### config.mk
export PLATFORM = sky130hd
export DESIGN_NAME = modular_inverse_core_flat
export DESIGN_NICKNAME = d
export VERILOG_FILES = /design/src/design/modinv_pkg.sv /design/src/design/modinv_in_if.sv /design/src/design/modinv_out_if.sv /design/src/design/modinv_seq.sv /design/src/design/modinv_dp.sv /design/src/design/modular_inverse_core.sv /design/src/flat_wrapper.sv
export SDC_FILE = /design/constraint.sdc
export NUM_CORES = 1
export LEC_CHECK = 0
export BUFFER_PORTS_ARGS = -buffer_cell sky130_fd_sc_hd__buf_2
export CORE_MARGIN = 3
export CORE_UTILIZATION = 54
export CTS_BUF_LIST = sky130_fd_sc_hd__clkbuf_4 sky130_fd_sc_hd__clkbuf_8
export DETAILED_ROUTE_END_ITERATION = 6
export PLACE_DENSITY = 0.78
export SETUP_SLACK_MARGIN = 0.15
export SYNTH_ARGS = -nofsm -noshare
export SYNTH_HDL_FRONTEND = slang
export SYNTH_SLANG_ARGS = --single-unit
### constraint.sdc
create_clock -name clk -period 9.4 [get_ports clk]
set_input_delay 1.88 -clock clk [delete_from_list [all_inputs] [get_ports clk]]
set_output_delay 1.88 -clock clk [all_outputs]
set_load 0.005 [all_outputs]
### src/design/modinv_pkg.sv
// Shared types, constants and microcode ROM for the modular inverse core.
// No dependencies; every other design file imports this package.
`default_nettype none

package modinv_pkg;

	localparam int VALUE_WIDTH   = 63;
	localparam int MOD_WIDTH_DEF = 31;
	localparam int STEP_W        = 4;

	typedef logic [STEP_W-1:0] step_t;

	// Datapath operations issued by one control word
	typedef enum logic [2:0] {
		OP_NOP,
		OP_LOAD,
		OP_ALIGN,
		OP_SUB,
		OP_SWAP,
		OP_UPDATE,
		OP_FIN
	} uop_t;

	// Jump conditions; a true condition jumps to the target, else step advances
	typedef enum logic [2:0] {
		CND_NEXT,
		CND_ALWAYS,
		CND_NO_IN,
		CND_MOD_LT2,
		CND_CAN_SHIFT,
		CND_K_NZ,
		CND_RC_ZERO,
		CND_OUT_BUSY
	} cond_t;

	typedef struct packed {
		uop_t  op;
		cond_t cond;
		step_t target;
	} uword_t;

	typedef struct packed {
		logic in_valid;
		logic mod_lt2;
		logic can_shift;
		logic k_nz;
		logic rc_zero;
		logic out_busy;
	} dp_status_t;

	// Program steps
	localparam step_t ST_IDLE   = step_t'(0);
	localparam step_t ST_CHKM   = step_t'(1);
	localparam step_t ST_RALIGN = step_t'(2);
	localparam step_t ST_RSUB   = step_t'(3);
	localparam step_t ST_SWAP   = step_t'(4);
	localparam step_t ST_TEST   = step_t'(5);
	localparam step_t ST_EALIGN = step_t'(6);
	localparam step_t ST_ESUB   = step_t'(7);
	localparam step_t ST_UPDATE = step_t'(8);
	localparam step_t ST_FIN    = step_t'(9);
	localparam step_t ST_DONE   = step_t'(10);

	// Microcode ROM: reduce value mod m, then run extended Euclid
	function automatic uword_t ucode_rom(input step_t pc);
		uword_t w;
		case (pc)
			ST_IDLE:   w = '{OP_LOAD,   CND_NO_IN,     ST_IDLE};
			ST_CHKM:   w = '{OP_NOP,    CND_MOD_LT2,   ST_FIN};
			ST_RALIGN: w = '{OP_ALIGN,  CND_CAN_SHIFT, ST_RALIGN};
			ST_RSUB:   w = '{OP_SUB,    CND_K_NZ,      ST_RSUB};
			ST_SWAP:   w = '{OP_SWAP,   CND_NEXT,      ST_IDLE};
			ST_TEST:   w = '{OP_NOP,    CND_RC_ZERO,   ST_FIN};
			ST_EALIGN: w = '{OP_ALIGN,  CND_CAN_SHIFT, ST_EALIGN};
			ST_ESUB:   w = '{OP_SUB,    CND_K_NZ,      ST_ESUB};
			ST_UPDATE: w = '{OP_UPDATE, CND_ALWAYS,    ST_TEST};
			ST_FIN:    w = '{OP_FIN,    CND_OUT_BUSY,  ST_FIN};
			ST_DONE:   w = '{OP_NOP,    CND_ALWAYS,    ST_IDLE};
			default:   w = '{OP_NOP,    CND_ALWAYS,    ST_IDLE};
		endcase
		return w;
	endfunction

endpackage

`default_nettype wire

### src/design/modinv_in_if.sv
// Input channel interface: valid/ready handshake with value and modulus.
// Depends on modinv_pkg for default widths.
`default_nettype none

interface modinv_in_if
	import modinv_pkg::*;
#(
	parameter int MOD_WIDTH = MOD_WIDTH_DEF
);
	logic                   valid;
	logic                   ready;
	logic [VALUE_WIDTH-1:0] value_in;
	logic [MOD_WIDTH-1:0]   modulus;

	modport source (output valid, output value_in, output modulus, input ready);
	modport sink   (input valid, input value_in, input modulus, output ready);
endinterface

`default_nettype wire

### src/design/modinv_out_if.sv
// Output channel interface: valid/ready handshake with inverse and flag.
// Depends on modinv_pkg for default widths.
`default_nettype none

interface modinv_out_if
	import modinv_pkg::*;
#(
	parameter int MOD_WIDTH = MOD_WIDTH_DEF
);
	logic                 valid;
	logic                 ready;
	logic [MOD_WIDTH-1:0] inverse;
	logic                 has_inverse;

	modport source (output valid, output inverse, output has_inverse, input ready);
	modport sink   (input valid, input inverse, input has_inverse, output ready);
endinterface

`default_nettype wire

### src/design/modinv_seq.sv
// Microcode sequencer: step counter, ROM lookup and conditional jumps.
// Depends on modinv_pkg for the ROM, control word and status types.
`default_nettype none

module modinv_seq
	import modinv_pkg::*;
(
	input  wire logic       clk,
	input  wire logic       arst_n,
	input  wire dp_status_t status,
	output uop_t            op
);

	step_t  upc_q;
	step_t  upc_d;
	uword_t word;
	logic   taken;

	assign word = ucode_rom(upc_q);

	// Evaluate jump condition and pick next step
	always_comb begin
		case (word.cond)
			CND_NEXT:      taken = 1'b0;
			CND_ALWAYS:    taken = 1'b1;
			CND_NO_IN:     taken = !status.in_valid;
			CND_MOD_LT2:   taken = status.mod_lt2;
			CND_CAN_SHIFT: taken = status.can_shift;
			CND_K_NZ:      taken = status.k_nz;
			CND_RC_ZERO:   taken = status.rc_zero;
			CND_OUT_BUSY:  taken = status.out_busy;
			default:       taken = 1'b1;
		endcase
		upc_d = taken ? word.target : upc_q + step_t'(1);
	end

	// Drive datapath operation of the current step
	always_comb begin
		op = word.op;
	end

	// Advance step counter
	always_ff @(posedge clk or negedge arst_n) begin
		if (!arst_n) begin
			upc_q <= ST_IDLE;
		end else begin
			upc_q <= upc_d;
		end
	end

endmodule

`default_nettype wire

### src/design/modinv_dp.sv
// Datapath: shift-subtract divider with Horner quotient product, Bezout
// coefficients and output register. Depends on modinv_pkg.
`default_nettype none

module modinv_dp
	import modinv_pkg::*;
#(
	parameter int MOD_WIDTH = MOD_WIDTH_DEF
)(
	input  wire logic                   clk,
	input  wire logic                   arst_n,
	input  wire uop_t                   op,
	input  wire logic                   in_valid,
	input  wire logic [VALUE_WIDTH-1:0] value_in,
	input  wire logic [MOD_WIDTH-1:0]   modulus,
	input  wire logic                   out_ready,
	output dp_status_t                  status,
	output logic                        out_valid,
	output logic [MOD_WIDTH-1:0]        inverse,
	output logic                        has_inverse
);

	localparam int RW = VALUE_WIDTH;
	localparam int TW = MOD_WIDTH + 1;
	localparam int KW = $clog2(RW);

	logic [RW-1:0]        rp_q;
	logic [RW-1:0]        d_q;
	logic [MOD_WIDTH-1:0] rc_q;
	logic [MOD_WIDTH-1:0] m_q;
	logic [TW-1:0]        tp_q;
	logic [TW-1:0]        tc_q;
	logic [TW-1:0]        acc_q;
	logic [KW-1:0]        k_q;
	logic                 out_valid_q;
	logic [MOD_WIDTH-1:0] inverse_q;
	logic                 has_inverse_q;

	logic          can_shift;
	logic          ge;
	logic [RW-1:0] rp_diff;
	logic [TW-1:0] acc_next;
	logic [TW-1:0] t_new;
	logic [TW-1:0] t_fix;
	logic          mod_lt2;
	logic          ok;
	logic          out_busy;
	logic          load_fire;
	logic          fin_fire;

	// Compare, trial subtract and coefficient arithmetic
	always_comb begin
		can_shift = {d_q, 1'b0} <= {1'b0, rp_q};
		ge        = rp_q >= d_q;
		rp_diff   = rp_q - d_q;
		acc_next  = {acc_q[TW-2:0], 1'b0} + (ge ? tc_q : TW'(0));
		t_new     = tp_q - acc_q;
		t_fix     = tp_q + (tp_q[TW-1] ? TW'(m_q) : TW'(0));
		mod_lt2   = m_q < MOD_WIDTH'(2);
		ok        = (rp_q == RW'(1)) && !mod_lt2;
		out_busy  = out_valid_q && !out_ready;
		load_fire = (op == OP_LOAD) && in_valid;
		fin_fire  = (op == OP_FIN) && !out_busy;
	end

	// Report conditions to the sequencer
	always_comb begin
		status.in_valid  = in_valid;
		status.mod_lt2   = mod_lt2;
		status.can_shift = can_shift;
		status.k_nz      = k_q != KW'(0);
		status.rc_zero   = rc_q == MOD_WIDTH'(0);
		status.out_busy  = out_busy;
	end

	// Execute the current datapath operation
	always_ff @(posedge clk) begin
		case (op)
			OP_LOAD: begin
				if (load_fire) begin
					rp_q <= value_in;
					m_q  <= modulus;
					rc_q <= modulus;
					d_q  <= RW'(modulus);
					k_q  <= KW'(0);
				end
			end
			OP_ALIGN: begin
				if (can_shift) begin
					d_q <= {d_q[RW-2:0], 1'b0};
					k_q <= k_q + KW'(1);
				end
			end
			OP_SUB: begin
				if (ge) begin
					rp_q <= rp_diff;
				end
				acc_q <= acc_next;
				d_q   <= {1'b0, d_q[RW-1:1]};
				if (k_q != KW'(0)) begin
					k_q <= k_q - KW'(1);
				end
			end
			OP_SWAP: begin
				rp_q  <= RW'(m_q);
				rc_q  <= rp_q[MOD_WIDTH-1:0];
				d_q   <= rp_q;
				tp_q  <= TW'(0);
				tc_q  <= TW'(1);
				acc_q <= TW'(0);
			end
			OP_UPDATE: begin
				rp_q  <= RW'(rc_q);
				rc_q  <= rp_q[MOD_WIDTH-1:0];
				d_q   <= rp_q;
				tp_q  <= tc_q;
				tc_q  <= t_new;
				acc_q <= TW'(0);
			end
			default: begin
			end
		endcase
	end

	// Hold the result word until the sink takes it
	always_ff @(posedge clk or negedge arst_n) begin
		if (!arst_n) begin
			out_valid_q <= 1'b0;
		end else if (fin_fire) begin
			out_valid_q <= 1'b1;
		end else if (out_ready) begin
			out_valid_q <= 1'b0;
		end
	end

	always_ff @(posedge clk) begin
		if (fin_fire) begin
			inverse_q     <= ok ? t_fix[MOD_WIDTH-1:0] : MOD_WIDTH'(0);
			has_inverse_q <= ok;
		end
	end

	assign out_valid   = out_valid_q;
	assign inverse     = inverse_q;
	assign has_inverse = has_inverse_q;

endmodule

`default_nettype wire

### src/design/modular_inverse_core.sv
// Modular inverse by extended Euclid on one shared shift-subtract unit that
// yields one quotient bit per cycle. Latency is data dependent: the value is
// first reduced mod m by aligning and subtracting the divisor, then each Euclid
// step aligns, subtracts and updates the coefficients until the remainder is
// zero. One word at a time; the next word is taken in the idle step after the
// result is registered and the done step has passed. Reset clears the step
// counter and the output valid only.
`default_nettype none

module modular_inverse_core
	import modinv_pkg::*;
#(
	parameter int MOD_WIDTH = MOD_WIDTH_DEF
)(
	input  wire logic     clk,
	input  wire logic     arst_n,
	modinv_in_if.sink     in_ch,
	modinv_out_if.source  out_ch
);

	uop_t       op;
	dp_status_t status;

	// Take an input word only in the idle step
	assign in_ch.ready = (op == OP_LOAD);

	modinv_seq u_seq (
		.clk    (clk),
		.arst_n (arst_n),
		.status (status),
		.op     (op)
	);

	modinv_dp #(
		.MOD_WIDTH (MOD_WIDTH)
	) u_dp (
		.clk         (clk),
		.arst_n      (arst_n),
		.op          (op),
		.in_valid    (in_ch.valid),
		.value_in    (in_ch.value_in),
		.modulus     (in_ch.modulus),
		.out_ready   (out_ch.ready),
		.status      (status),
		.out_valid   (out_ch.valid),
		.inverse     (out_ch.inverse),
		.has_inverse (out_ch.has_inverse)
	);

endmodule

`default_nettype wire
### src/flat_wrapper.sv
// flat-port wrapper written by rule: the top's interface ports become plain ports
module modular_inverse_core_flat import modinv_pkg::*;
#(
	parameter int MOD_WIDTH = MOD_WIDTH_DEF
)
  (clk, arst_n, in_ch_valid, in_ch_value_in, in_ch_modulus, in_ch_ready, out_ch_valid, out_ch_inverse, out_ch_has_inverse, out_ch_ready);
  modinv_in_if #(.MOD_WIDTH(MOD_WIDTH)) in_ch_i ();
  modinv_out_if #(.MOD_WIDTH(MOD_WIDTH)) out_ch_i ();
  input  wire logic clk;
  input  wire logic arst_n;
  input wire logic [$bits(in_ch_i.valid)-1:0] in_ch_valid;
  input wire logic [$bits(in_ch_i.value_in)-1:0] in_ch_value_in;
  input wire logic [$bits(in_ch_i.modulus)-1:0] in_ch_modulus;
  output wire logic [$bits(in_ch_i.ready)-1:0] in_ch_ready;
  output wire logic [$bits(out_ch_i.valid)-1:0] out_ch_valid;
  output wire logic [$bits(out_ch_i.inverse)-1:0] out_ch_inverse;
  output wire logic [$bits(out_ch_i.has_inverse)-1:0] out_ch_has_inverse;
  input wire logic [$bits(out_ch_i.ready)-1:0] out_ch_ready;
  assign in_ch_i.valid = in_ch_valid;
  assign in_ch_i.value_in = in_ch_value_in;
  assign in_ch_i.modulus = in_ch_modulus;
  assign in_ch_ready = in_ch_i.ready;
  assign out_ch_valid = out_ch_i.valid;
  assign out_ch_inverse = out_ch_i.inverse;
  assign out_ch_has_inverse = out_ch_i.has_inverse;
  assign out_ch_i.ready = out_ch_ready;
  modular_inverse_core #(.MOD_WIDTH(MOD_WIDTH)) u_core (.clk(clk), .arst_n(arst_n), .in_ch(in_ch_i), .out_ch(out_ch_i));
endmodule
==> flow_metrics.env <==
export IMPL_vias_per_cell=6.10
export IMPL_rrSetupSlack_ps=2620
export IMPL_path_max_fanout=33
export IMPL_initial_utilization=0.548
export IMPL_crit_slowest_cell="edfxtp_1"
export IMPL_post_cts_buffers=0
export IMPL_grt_pass1_wl_um=107000
export IMPL_antenna_left=0
export IMPL_hp_class="reg -> reg"
export IMPL_synth_distinct_cells=82
export IMPL_io_pins=132
export IMPL_post_drt_wl_per_cell_um=20.6
export IMPL_grt_max_degree=105
export IMPL_vias=20400
export IMPL_tightest_slew_ps=990
export IMPL_grt_use_total=0.283
export IMPL_finalSetupViolCount=0
export IMPL_dieArea_um2=47500
export IMPL_routed_wl_um=68800
export IMPL_critPathArrivalTime_ps=7190
export IMPL_hold_viol=0
export IMPL_clock_latency_ps=690
export IMPL_cts_made_buffers=59
export IMPL_final_common_cell="edfxtp_1"
export IMPL_layout_drive_gt1_share=0.104
export IMPL_period_share=0.721
export IMPL_status="finished, final reports clean"
export IMPL_synth_edf_count=322
export IMPL_dieWidth_um=218
export IMPL_cts_root_buf="clkbuf_8"
export IMPL_rsz0062_at_grt="no"
export IMPL_cts_hold_buf=0
export IMPL_drtIter0Drc=2063
export IMPL_dr_pass1_iters=6
export IMPL_final_min_clock_period_ps=6780
export IMPL_cp_required_ps=9810
export IMPL_netlist_area_um2=24300
export IMPL_clk_pin_slew_ps=70
export IMPL_ys_flop_type="edfxtp_1"
export IMPL_dp_hpwl_um=51100
export IMPL_grt_pass1_vias=20000
export IMPL_cts_tree="done"
export IMPL_cts_sinks=327
export IMPL_nets=3034
export IMPL_die_h_um=218
export IMPL_drc=0
export IMPL_cp_end_kind="register"
export IMPL_max_clock_freq_mhz=147
export IMPL_gp_congestion=0.923
export IMPL_antenna_found_initial=3
export IMPL_async_flop_share=0.0153
export IMPL_cp_slowest_stage_delay_ps=520
export IMPL_yosys_warnings=0
export IMPL_relSlewSlack=0.340
export IMPL_report_final_slew_viol_count=0
export IMPL_syn_inst=2608
export IMPL_layout_common_cells="edfxtp_1, ha_1, nand2_1, inv_1, a21oi_1"
export IMPL_synth_fp_nets=2934
export IMPL_ctsHtreeMaxLevel=2
export IMPL_syn_to_final_growth_pct=9.29
export IMPL_seq_area_frac_synth=0.404
export IMPL_syn_area_per_cell_um2=9.31
export IMPL_io_buffer_count=131
export IMPL_netlist_top_cell_by_area="edfxtp_1"
export IMPL_ys_ff_latch=327
export IMPL_start_kind="register"
export IMPL_cts_resized=0
export IMPL_grt_ovfl_total=0
export IMPL_clock_skew_ps=32.4
export IMPL_antenna_cells=0
export IMPL_crit_type="reg -> reg"
export IMPL_path_common_cell="a21oi_1"
export IMPL_synth_top_area_share=0.398
export IMPL_clockBufferDepth=3
export IMPL_rows=77
export IMPL_fp_coreArea_um2=44300
export IMPL_setup_tns_ps=0
export IMPL_crit_family="compound AO/OA/AOI/OAI gates"
export IMPL_synthTopCellsByArea="edfxtp_1, ha_1, a21oi_1, a21o_1, o21ai_0"
export IMPL_worst_path_buf_inv=1
export IMPL_max_cap_violations=0
## layout make-up
cell class	count	area, um^2
Clock inverter	31	145
Tap cell	592	741
Multi-Input combinational cell	1959	13300
Timing Repair Buffer	153	821
Fill cell	3798	17800
Inverter	208	786
Sequential cell	327	9790
Clock buffer	78	955
## per-layer routing
layer  part of all wire  global-route usage  vias to the layer above  routed length, um
met1               0.41               0.359                     9641              28100
met5            0.00070                   0                        -                 48
met3              0.072              0.0499                      205               4930
met4              0.049               0.129                        6               3380
met2               0.47               0.473                      807              32300
li1                   -                   -                     9776                  -
## stage by stage
step	area, um^2	instances	hold slack (ps)	worst slack (ps)	util
6_report	26500	3348	585	2620	0.599
5_1_grt	26500	3348	609	2200	0.599
4_1_cts	26500	3348	580	2690	0.599
3_5_place_dp	25400	3239	560	2720	0.574
3_3_place_gp	25400	3239	559	2870	0.574
2_1_floorplan	24300	2608	529	2280	-
## worst reg2reg max path, stage by stage (launching register included)
cell and delay, ps:
edfxtp_1 520, ha_1 360, nor2b_1 130, o21a_1 180
o21bai_1 220, a21oi_1 150, o21ai_1 380, nor3b_1 160
a21o_1 240, a21oi_1 410, o21ai_2 110, buf_4 240
and2_1 230, ha_1 210, fa_1 410, a21oi_1 250
o21bai_1 140, nor4_1 280, o21ai_0 210, a21boi_1 350
o21a_1 220, o31ai_1 120, a221oi_1 420, o21ai_0 190
xnor2_1 190, xnor2_1 140, nor2_1 60
## path summary, 6_finish.rpt
| kind | to | startpoint | depth (start not counted) |
|---|---|---|---|
| setup / recovery | u_core.u_dp.acc_q[31] | u_core.u_dp.rp_q[1] | 26 |
| hold reg to reg | u_core.u_dp.tp_q[18] | u_core.u_dp.tc_q[18] | 1 |
| hold / removal | u_core.u_dp.tp_q[18] | u_core.u_dp.tc_q[18] | 1 |
| setup reg to reg | u_core.u_dp.acc_q[31] | u_core.u_dp.rp_q[1] | 26 |
| min in group asynchronous | u_core.u_seq.upc_q[1] | arst_n | 1 |
| max in group asynchronous | u_core.u_seq.upc_q[3] | arst_n | 1 |
## cells by family after synthesis
kind of cell             count (synthesis)  synth area share
buffers and inverters                  322            0.0523
AO/OA/AOI/OAI                          761             0.198
flip-flops                             327             0.404
adder cells (fa/ha/maj)                228             0.119
XOR/XNOR                               142            0.0512
multiplexers                            55            0.0228
AND/OR/NAND/NOR                        773             0.153
## synth_stat cells, drive strengths merged, types with 17 or more instances
library cell,number
a21o,132
a21oi,209
a31oi,17
and2,67
and3,51
buf,24
clkbuf,88
edfxtp,322
ha,223
inv,208
mux2i,53
nand2,220
nand3,76
nand4,55
nor2,189
nor2b,17
nor3,30
nor4,38
o211ai,34
o21a,18
o21ai,186
o21bai,27
o22ai,57
xnor2,83
xor2,59
## registers in the layout (all words and copies together), names as in the netlist
name and count:
u_core.u_dp.acc_q 32, u_core.u_dp.d_q 63, u_core.u_dp.has_inverse 1, u_core.u_dp.inverse 31
u_core.u_dp.k_q 6, u_core.u_dp.m_q 31, u_core.u_dp.out_valid 1, u_core.u_dp.rc_q 31
u_core.u_dp.rp_q 63, u_core.u_dp.tc_q 32, u_core.u_dp.tp_q 32, u_core.u_seq.upc_q 4
Power is left out: the tool's default activity adds up to more than one toggle a clock period on the data nets, which glitch-free logic cannot reach.
